==> src/sv/assert_macros.svh <==
// assertion macros shared by the stack machine rtl
// expects clk and rst_n in the scope where a macro is used
`ifndef ASSERT_MACROS_SVH
`define ASSERT_MACROS_SVH

// checked only while out of reset
`define SMC_ASSERT(lbl, prop) \
  lbl: assert property (@(posedge clk) disable iff (!rst_n) prop) \
    else $error("smc assertion failed");

// checked at every edge, reset included
`define SMC_ASSERT_ALWAYS(lbl, prop) \
  lbl: assert property (@(posedge clk) prop) else $error("smc assertion failed");

`endif

==> src/sv/smc_pkg.sv <==
// types, codes and sizes of the stack machine core
// no dependencies
package smc_pkg;

  localparam int WORD_W  = 64;
  localparam int DEPTH   = 256;            // power of two, ring pointers wrap naturally
  localparam int PTR_W   = $clog2(DEPTH);
  localparam int CNT_W   = PTR_W + 1;
  localparam int STEP_W  = $clog2(WORD_W);

  typedef enum logic [3:0] {
    K_PUSH = 4'd0, K_POP = 4'd1, K_REV = 4'd2, K_PNUM = 4'd3, K_PCHR = 4'd4,
    K_DUP = 4'd5, K_SWAP = 4'd6, K_SUB = 4'd7, K_SUM = 4'd8, K_MUL = 4'd9,
    K_DIV = 4'd10, K_REM = 4'd11, K_PEEK = 4'd12, K_SIZE = 4'd13, K_CLEAR = 4'd14
  } kind_t;

  localparam logic [2:0] EM_NONE = 3'd0;
  localparam logic [2:0] EM_NUM  = 3'd1;
  localparam logic [2:0] EM_CHR  = 3'd2;
  localparam logic [2:0] EM_PEEK = 3'd3;
  localparam logic [2:0] EM_SIZE = 3'd4;

  localparam logic [2:0] ST_OK    = 3'd0;
  localparam logic [2:0] ST_UNDER = 3'd1;
  localparam logic [2:0] ST_DIVZ  = 3'd2;
  localparam logic [2:0] ST_FULL  = 3'd3;
  localparam logic [2:0] ST_HALT  = 3'd4;

  typedef enum logic [3:0] {
    S_IDLE, S_RDA, S_RDB, S_LAT, S_EXEC, S_WR2, S_ITER, S_WRR, S_DONE
  } state_t;

  typedef struct packed {
    logic              start;
    logic              is_div;
    logic [WORD_W-1:0] opa;
    logic [WORD_W-1:0] opb;
  } alu_req_t;

  typedef struct packed {
    logic              busy;
    logic              done;
    logic [WORD_W-1:0] quo;   // quotient, or shifted multiplicand
    logic [WORD_W-1:0] acc;   // remainder, or product
  } alu_rsp_t;

endpackage

==> src/sv/smc_alu.sv <==
// iterative multiply (shift-add) and unsigned divide (restoring), one bit per cycle
// depends on smc_pkg
module smc_alu (
  input  logic               clk,
  input  logic               rst_n,
  input  smc_pkg::alu_req_t  req,
  output smc_pkg::alu_rsp_t  rsp
);

  logic                         busy_r, busy_nxt;
  logic                         done_r, done_nxt;
  logic                         div_r, div_nxt;
  logic [smc_pkg::STEP_W-1:0]   step_r, step_nxt;
  logic [smc_pkg::WORD_W-1:0]   q_r, q_nxt;
  logic [smc_pkg::WORD_W-1:0]   d_r, d_nxt;
  logic [smc_pkg::WORD_W-1:0]   acc_r, acc_nxt;
  logic [smc_pkg::WORD_W:0]     trial;

  always_comb begin
    busy_nxt = busy_r;
    done_nxt = 1'b0;
    div_nxt  = div_r;
    step_nxt = step_r;
    q_nxt    = q_r;
    d_nxt    = d_r;
    acc_nxt  = acc_r;
    trial    = {acc_r, q_r[smc_pkg::WORD_W-1]};
    if (req.start) begin
      busy_nxt = 1'b1;
      div_nxt  = req.is_div;
      step_nxt = '0;
      q_nxt    = req.opa;
      d_nxt    = req.opb;
      acc_nxt  = '0;
    end else if (busy_r) begin
      if (div_r) begin
        if (trial >= {1'b0, d_r}) begin
          acc_nxt = smc_pkg::WORD_W'(trial - {1'b0, d_r});
          q_nxt   = {q_r[smc_pkg::WORD_W-2:0], 1'b1};
        end else begin
          acc_nxt = trial[smc_pkg::WORD_W-1:0];
          q_nxt   = {q_r[smc_pkg::WORD_W-2:0], 1'b0};
        end
      end else begin
        if (d_r[0]) begin
          acc_nxt = acc_r + q_r;
        end
        q_nxt = {q_r[smc_pkg::WORD_W-2:0], 1'b0};
        d_nxt = {1'b0, d_r[smc_pkg::WORD_W-1:1]};
      end
      step_nxt = step_r + 1'b1;
      if (step_r == smc_pkg::STEP_W'(smc_pkg::WORD_W - 1)) begin
        busy_nxt = 1'b0;
        done_nxt = 1'b1;
      end
    end
  end

  always_ff @(posedge clk) begin
    if (!rst_n) begin
      busy_r <= 1'b0;
      done_r <= 1'b0;
    end else begin
      busy_r <= busy_nxt;
      done_r <= done_nxt;
    end
    div_r  <= div_nxt;
    step_r <= step_nxt;
    q_r    <= q_nxt;
    d_r    <= d_nxt;
    acc_r  <= acc_nxt;
  end

  assign rsp.busy = busy_r;
  assign rsp.done = done_r;
  assign rsp.quo  = q_r;
  assign rsp.acc  = acc_r;

endmodule

==> config.mk <==
export PLATFORM = sky130hd
export DESIGN_NAME = smc_alu
export DESIGN_NICKNAME = d
export VERILOG_FILES = /design/src/sv/assert_macros.svh /design/src/sv/smc_pkg.sv /design/src/sv/smc_alu.sv
export SDC_FILE = /design/constraint.sdc
export NUM_CORES = 1
export LEC_CHECK = 0
export BUFFER_PORTS_ARGS = -buffer_cell sky130_fd_sc_hd__clkbuf_2
export CAP_MARGIN = 10
export CORE_MARGIN = 4
export CORE_UTILIZATION = 35
export DETAILED_ROUTE_END_ITERATION = 16
export SYNTH_ARGS = -nofsm -noshare
export SYNTH_HDL_FRONTEND = slang
export SYNTH_SLANG_ARGS = --single-unit
==> constraint.sdc <==
create_clock -name clk -period 9.5 [get_ports clk]
set_input_delay 0.475 -clock clk [delete_from_list [all_inputs] [get_ports clk]]
set_output_delay 0.475 -clock clk [all_outputs]
set_load 0.01 [all_outputs]
Word level (Yosys, flattened, before mapping)
Cells that the tools add are included.
W data, S select, Z words.
Storage, ports and cells
  bits in registers: 201
  input bits: 132
  word-level logic and storage cells: 34
Cells by class
  add/sub/neg operators: 3
  magnitude comparators: 1
  equal/unequal tests: 2
  mux-type cells: 14
  bitwise operators: 2
  reductions and logical operators: 5
Operators by type and width (count)
  $mux W64: 8
  $ge A65 B64 Y1: 1
  $add A64 B64 Y64: 1
  $sub A64 B64 Y64: 1
  $add A6 B1 Y6 const B: 1
  $eq A6 B6 Y1 const B: 1
  $mux W1: 6
  $reduce_and A2 Y1: 2
  $reduce_bool A2 Y1: 2
  $reduce_or A3 Y1: 1
  $ne A2 B2 Y1 const B: 1
  $not A1 Y1: 2

Logic depth before layout (Yosys ltp)
Gate-level depths: netlist of run 1.
  word-level depth: 5
  mapped depth: 16
  gate-level depth less buffers: 13

Worst setup path before layout of run 1
No wires, ideal clock.
  kind: register -> register
  start point: register acc_r[0] (netlist bit)
  end point: register acc_r[62] (netlist bit)
  setup time: 120 ps
  arrival time: 3048 ps
  data required time: 9380 ps
  path slack: 6332 ps
  stages on the path, launching flop included: 14
  buffers on the path: 0
  path through: dfxtp_1 > ha_1 > inv_1 > fa_1 > nand2b_1 > a21oi_1 > o21ai_0 > a211oi_1 > o31ai_1 > a2111oi_4 > o21ai_2 > o21ai_1 > xor2_1 > a211o_1
Between the ends
  longest elaborated chain between the ends: 3
  elaborated cells on any way between the ends: 6
  those cells by class: 2 x add/sub; 1 x order compare; 3 x mux
RTL lines
  start, declared: RTL line smc_alu.sv:16  | logic [smc_pkg::WORD_W-1:0] acc_r, acc_nxt;
  start signal, assigned: RTL line smc_alu.sv:71  | acc_r <= acc_nxt;
  $add A64 B64 Y64 (tied with other cells): RTL line smc_alu.sv:46  | acc_nxt = acc_r + q_r;
  $mux W64, on equally long branches: RTL line smc_alu.sv:45, smc_alu.sv:37
  $mux W64 *: RTL line smc_alu.sv:36  | if (div_r) begin
Every way passes the cells marked *; elsewhere a longest branch is shown, timed or not. The select of a mux whose other input is x is not followed.
A chain may end at the register's enable or synchronous reset.

Final worst setup path of run 1
  start point: register acc_r[57] (netlist bit)
  end point: register q_r[0] (netlist bit) (data pin)
Between the ends
  longest elaborated chain between the ends: 5
RTL lines
  $ge A65 B64 Y1: RTL line smc_alu.sv:37  | if (trial >= {1'b0, d_r}) begin
  $mux W1: RTL line smc_alu.sv:37
  $mux W1: RTL line smc_alu.sv:36
  $mux W64: RTL line smc_alu.sv:35  | end else if (busy_r) begin
  $mux W64: RTL line smc_alu.sv:28  | if (req.start) begin
  net q_nxt (one bit): RTL line smc_alu.sv:14  | logic [smc_pkg::WORD_W-1:0] q_r, q_nxt;
  end signal, assigned: RTL line smc_alu.sv:69  | q_r <= q_nxt;
  end, declared: RTL line smc_alu.sv:14
The timed path passes the listed nets, and every way through them passes these cells. The select of a mux whose other input is x is not followed.

==> impl_metrics.json, run 1 <==
{
  "htreeDepth": 1,
  "cts_tree": "done",
  "crit_arrival_ns": 5.07,
  "worstSetupStartpoint": "acc_r[57]",
  "synthesis.nets": 2271,
  "preCtsSetupSlack_ns": 4.65,
  "setup_violations": 0,
  "track_usage_pct": 23.1,
  "yosysSeqAreaShare_pct": 31.6,
  "cellLeakagePower_uw": 0.00827,
  "worstPathMaxFanout": 53,
  "setup_tns_ns": 0,
  "synth_cell_types": 84,
  "design_area_um2": 19400,
  "regArea_um2": 5320,
  "areaGrowthSynthToFinish_pct": 15.2,
  "fin_crit_sh_pct": 50.6,
  "grt_max_degree": 80,
  "final_common_cell": "clkbuf_2",
  "placed_area_um2": 18500,
  "ant_nets": 0,
  "final_nets": 2457,
  "dp.final_hpwl_mm": 49.8,
  "root_buffer": "clkbuf_16",
  "wl_per_cell_um": 22.3,
  "post-route-min-period_ns": 4.81,
  "skew_ns": 0.0163,
  "power.density_nw_per_um2": 183,
  "core_um2": 47600,
  "ys_async_sr_fraction_pct": 0,
  "gp_congestion": 0.985,
  "ir_drop_mv": 0.129,
  "yosys_most_used_dff": "edfxtp_1",
  "clk_pin_slew_ns": 0.06,
  "fmax_mhz": 208,
  "fillers": 4870,
  "ys_ff_latch": 201,
  "drt-initial-drc-count": 1474,
  "path_class": "reg -> reg",
  "dieWidth_um": 227,
  "synth_area_leaders": "edfxtp_1 23%, ha_1 9.5%, dfxtp_1 8.6%",
  "drc_errors": 0,
  "ioPinCount": 262,
  "initial_utilization_pct": 35.4,
  "synth_area_um2": 16800,
  "slew_headroom_pct": 34.0,
  "yosysTopAreaCell": "edfxtp_1",
  "r2r_slack_ns": 4.69,
  "antenna_found_initial": 0,
  "final_cell_mix": "260 x clkbuf_2, 227 x nand2_1, 209 x o21ai_0",
  "hold_buffers": 0,
  "num_vias": 16500,
  "die_y_um": 227,
  "clk_latency_ns": 0.56,
  "synth.avg_cell_area_um2": 8.38,
  "final_layout_size_suffix_gt1_share_pct": 19.3,
  "tightest_slew_ns": 0.988,
  "yosysWarnings": 0,
  "via_per_inst": 5.82,
  "antennaDiodeCount": 0,
  "start_kind": "flip-flop",
  "final-hold-violation-count": 0,
  "min-delay-path-class": "in -> reg",
  "grt_overflow": 0,
  "postCtsResizedCells": 0,
  "rsz0062_at_grt": "no",
  "clock_sinks": 201,
  "status": "completed",
  "synth-edff-count": 129,
  "dieArea_um2": 51700,
  "grt_pass1_wl_mm": 93.4,
  "slew_violations": 0,
  "row_count": 80,
  "first_pass_iters": 6,
  "cts_made_buffers": 27,
  "grt_pass1_vias": 15500,
  "maxCapViolCount": 0,
  "setup_slack_ns": 4.69,
  "clk_path_buf_depth": 3,
  "r2r_start": "acc_r[57]",
  "worstHoldStart": "req[128]",
  "endpoint_kind": "flip-flop",
  "cts_setup_buffers": 0,
  "multi_input_area_um2": 10700,
  "syn-instance-count": 2009,
  "drt-total-wl_mm": 63.0,
  "required_ns": 9.76,
  "io_buffers": 261,
  "yosysTopAreaCellShare_pct": 23.0
}
==> cell type report <==
cell class / count / share of cell area, %
Multi-Input combinational cell: 1595 / 54.9
Sequential cell: 201 / 27.4
Timing Repair Buffer: 274 / 7.27
Clock buffer: 41 / 4.07
Tap cell: 615 / 3.97
Inverter: 96 / 1.86
Clock inverter: 8 / 0.503
==> where the power goes <==
group          total [uW]  internal (uW)  switching (uW)
registers            1150           1030             119
clock network        1030            624             411
logic                1360            504             854
==> state kept, by name, indices dropped and copies added (netlist names) <==
register  count
q_r          64
div_r         1
acc_r        64
done_r        1
busy_r        1
d_r          64
step_r        6
==> kinds of logic after synthesis <==
family	Yosys count	share of synthesized area (%)
buffers and inverters	213	5.24
muxes	100	6.49
AOI/OAI and AO/OA	698	26.0
adders and majority gates	130	9.75
xor gates and xnor gates	113	5.88
DFF	201	31.6
and+or+nand+nor	554	15.1
==> stage by stage <==
| step | utilization (%) | power (uW) | hold slack [ns] | cells |
|---|---|---|---|---|
| 6_report | 40.7 | 3540 | 0.0902 | 2830 |
| 5_1_grt | 40.7 | 3730 | 0.0766 | 2830 |
| 4_1_cts | 40.7 | 3540 | 0.0712 | 2830 |
| 3_5_place_dp | 38.8 | 2490 | 0.482 | 2781 |
| 3_3_place_gp | 38.8 | 2490 | 0.469 | 2781 |
| 2_1_floorplan | - | 2060 | 0.454 | 2009 |
==> cell usage after synthesis (27+ instances only) <==
master	n
nand4_1	48
mux2_2	74
inv_1	95
nand3_1	38
buf_2	27
nand2_1	227
nor2_1	117
dfxtp_1	72
clkbuf_1	71
a21oi_1	198
edfxtp_1	129
xnor2_1	74
o21ai_0	210
a21o_1	52
ha_1	128
xor2_1	39
nor3_1	34
==> worst max-delay path, stage by stage (launching register included) <==
cell and delay, ns:
dfxtp_1 0.58, ha_1 0.40, nand2_1 0.23, nor4_1 0.74
nand4_1 0.15, nor4_1 0.34, nor3_1 0.08, nand3_1 0.36
or2_2 0.18, buf_4 0.59, nand2_1 0.21, o21ai_0 0.62
==> layer usage <==
layer | GRT usage [%] | up-vias | share of wire (%)
met5 | 0 | - | 0
met2 | 33.9 | 708 | 41
li1 | - | 7817 | -
met3 | 3.70 | 91 | 8.2
met4 | 6.09 | 0 | 2.7
met1 | 35.2 | 7853 | 48
==> final timing paths <==
| path | end | depth (start not counted) |
|---|---|---|
| hold reg to reg | step_r[5] | 2 |
| hold / removal | div_r | 1 |
| setup / recovery | q_r[0] | 11 |
| setup reg to reg | q_r[0] | 11 |
Power figures use the tool's default switching activity.
==> run 2, diff against run 1 <==
Clock period 9.5 ns to 4.8 ns, I/O delays scaled along.
==> run 2 against run 1 <==
  * Sequential share of layout area fell by 2.0 points
  * Die area did not move
  * Flip-flop and latch count stayed put
  * Sequential power is 94% higher
  * Clock skew up 0.012 ns
  * Worst hold slack lost 0.062 ns
  * Clock power is 100% higher
  * Final cell count grew 5.7%
  * Via count up 3.4%
  * Critical path depth did not move
  * Setup slack worse by 4.3 ns
  * Largest cell class unchanged
  * Highest routed layer unchanged
==> impl_metrics.json, run 2 (synthesis results as in run 1) <==
{
  "htreeDepth": 1,
  "drt-initial-drc-count": 1683,
  "met1_usage_pct": 37.1,
  "drc_errors": 0,
  "clk_latency_ns": 0.58,
  "power.density_nw_per_um2": 343,
  "gr-usage-met2_pct": 35.0,
  "fin_crit_sh_pct": 91.8,
  "ant_nets": 0,
  "required_ns": 5.19,
  "antenna_found_initial": 0,
  "maxCapViolCount": 0,
  "start_kind": "flip-flop",
  "io_buffers": 261,
  "wl_per_cell_um": 21.8,
  "fmax_mhz": 227,
  "dp.final_hpwl_mm": 50.6,
  "setup_slack_ns": 0.393,
  "ioPinCount": 262,
  "placed_area_um2": 18800,
  "final_cell_mix": "260 x clkbuf_2, 227 x nand2_1, 209 x o21ai_0",
  "setup_tns_ns": 0,
  "cellLeakagePower_uw": 0.00899,
  "rsz0062_at_grt": "no",
  "path_class": "reg -> reg",
  "dieArea_um2": 51700,
  "clock_sinks": 201,
  "clk_path_buf_depth": 3,
  "first_pass_iters": 5,
  "ir_drop_mv": 0.235,
  "areaGrowthSynthToFinish_pct": 24.2,
  "whs_endpoint": "d_r[34]",
  "tightest_slew_ns": 1.02,
  "largestRegisters": "acc_r: 64 flops, d_r: 64 flops, q_r: 64 flops",
  "grt_pass1_vias": 16100,
  "design_area_um2": 20900,
  "drt-total-wl_mm": 65.2,
  "finish.utilization_pct": 43.9,
  "grt_overflow": 0,
  "skew_ns": 0.0283,
  "r2r_slack_ns": 0.39,
  "gp_congestion": 1.00,
  "die_y_um": 227,
  "final_common_cell": "clkbuf_2",
  "endpoint_kind": "flip-flop",
  "via_per_inst": 5.69,
  "status": "completed",
  "setup_violations": 0,
  "initial_utilization_pct": 35.4,
  "worstPathMaxFanout": 28,
  "hold_path_depth": 3,
  "track_usage_pct": 24.2,
  "root_buffer": "clkbuf_16",
  "worstHoldStart": "req[34]",
  "grt-busiest-layer": "met1",
  "min-delay-path-class": "in -> reg",
  "reg2reg_depth": 11,
  "cts_made_buffers": 26,
  "num_vias": 17000,
  "row_count": 80,
  "cts_tree": "done",
  "slew_headroom_pct": 32.0,
  "use_met3_pct": 3.93,
  "dieWidth_um": 227,
  "crit_arrival_ns": 4.80,
  "cts_setup_buffers": 0,
  "grt_max_degree": 87,
  "preCtsSetupSlack_ns": 0.497,
  "r2r_start": "acc_r[33]",
  "grt_pass1_wl_mm": 97.4,
  "final_nets": 2617,
  "post-route-min-period_ns": 4.41,
  "worstReg2RegEnd": "acc_r[29]",
  "final_layout_size_suffix_gt1_share_pct": 19.6,
  "core_um2": 47600,
  "final-hold-violation-count": 0,
  "antennaDiodeCount": 0,
  "clk_pin_slew_ns": 0.06,
  "slew_violations": 0
}
run 2: changes by cell type in the layout (fill, tap and decap cells not counted), moves of 2 or more:
cell           previous run  this run
buf_4                    13        49
clkbuf_1                  9         5
clkbuf_16                28        26
clkinv_2                  1         5
clkinv_4                  2         0
dlygate4sd3_1             0       124
inv_4                     0         2
run 2: where the power goes:
part	internal, uW	total (uW)	leakage, uW	switching, uW
clock network	1230	2060	0.000439	838
logic	1100	2870	0.00667	1770
registers	2040	2230	0.00189	191
run 2: stage by stage:
stage / hold slack, ns / instances / total power (uW)
2_1_floorplan: 0.339 / 2009 / 4070
3_3_place_gp: 0.427 / 2818 / 4990
3_5_place_dp: 0.443 / 2818 / 4980
4_1_cts: 0.0138 / 2990 / 7150
5_1_grt: 0.0279 / 2990 / 7540
6_report: 0.0279 / 2990 / 7170
run 2: final cells by class:
type | count | area [um^2]
inverters | 96 | 360
repair buffers | 435 | 2940
clock buffers | 36 | 732
well taps | 615 | 769
clock inverters | 12 | 148
multi-input cells | 1595 | 10700
flip-flops and latches | 201 | 5320
fillers | 4747 | 26700
run 2: repair_timing:
action                    in CTS  in global routing
hold endpoints to repair     125                  0
resized for setup              0                  0
hold buffers                 124                  0
run 2: worst max-delay path by stage:
stage	start	endpoint	slack, ns	depth (start not counted)
finish	acc_r[33]	acc_r[29]	0.39	11
global route	acc_r[58]	acc_r[29]	0.13	11
CTS	acc_r[58]	q_r[0]	0.46	11
detailed placement	acc_r[58]	q_r[0]	0.50	11
global placement	acc_r[35]	q_r[0]	0.59	11
floorplan	acc_r[0]	acc_r[62]	1.63	13
run 2: critical path: stages (launching register included):
cell and delay, ns:
dfxtp_1 0.40, ha_1 0.46, nand4_1 0.19, nor4_1 0.43
nand2_1 0.24, nor4_1 0.35, nor3_1 0.08, nand3_1 0.39
or2_2 0.65, buf_12 0.28, mux2i_1 0.10, a221oi_1 0.63
run 2: layer usage:
metal / routed length [um] / part of all wire (%)
met1: 31400 / 48
met5: 0 / 0
met2: 26700 / 41
met4: 2040 / 3.1
met3: 5170 / 7.9
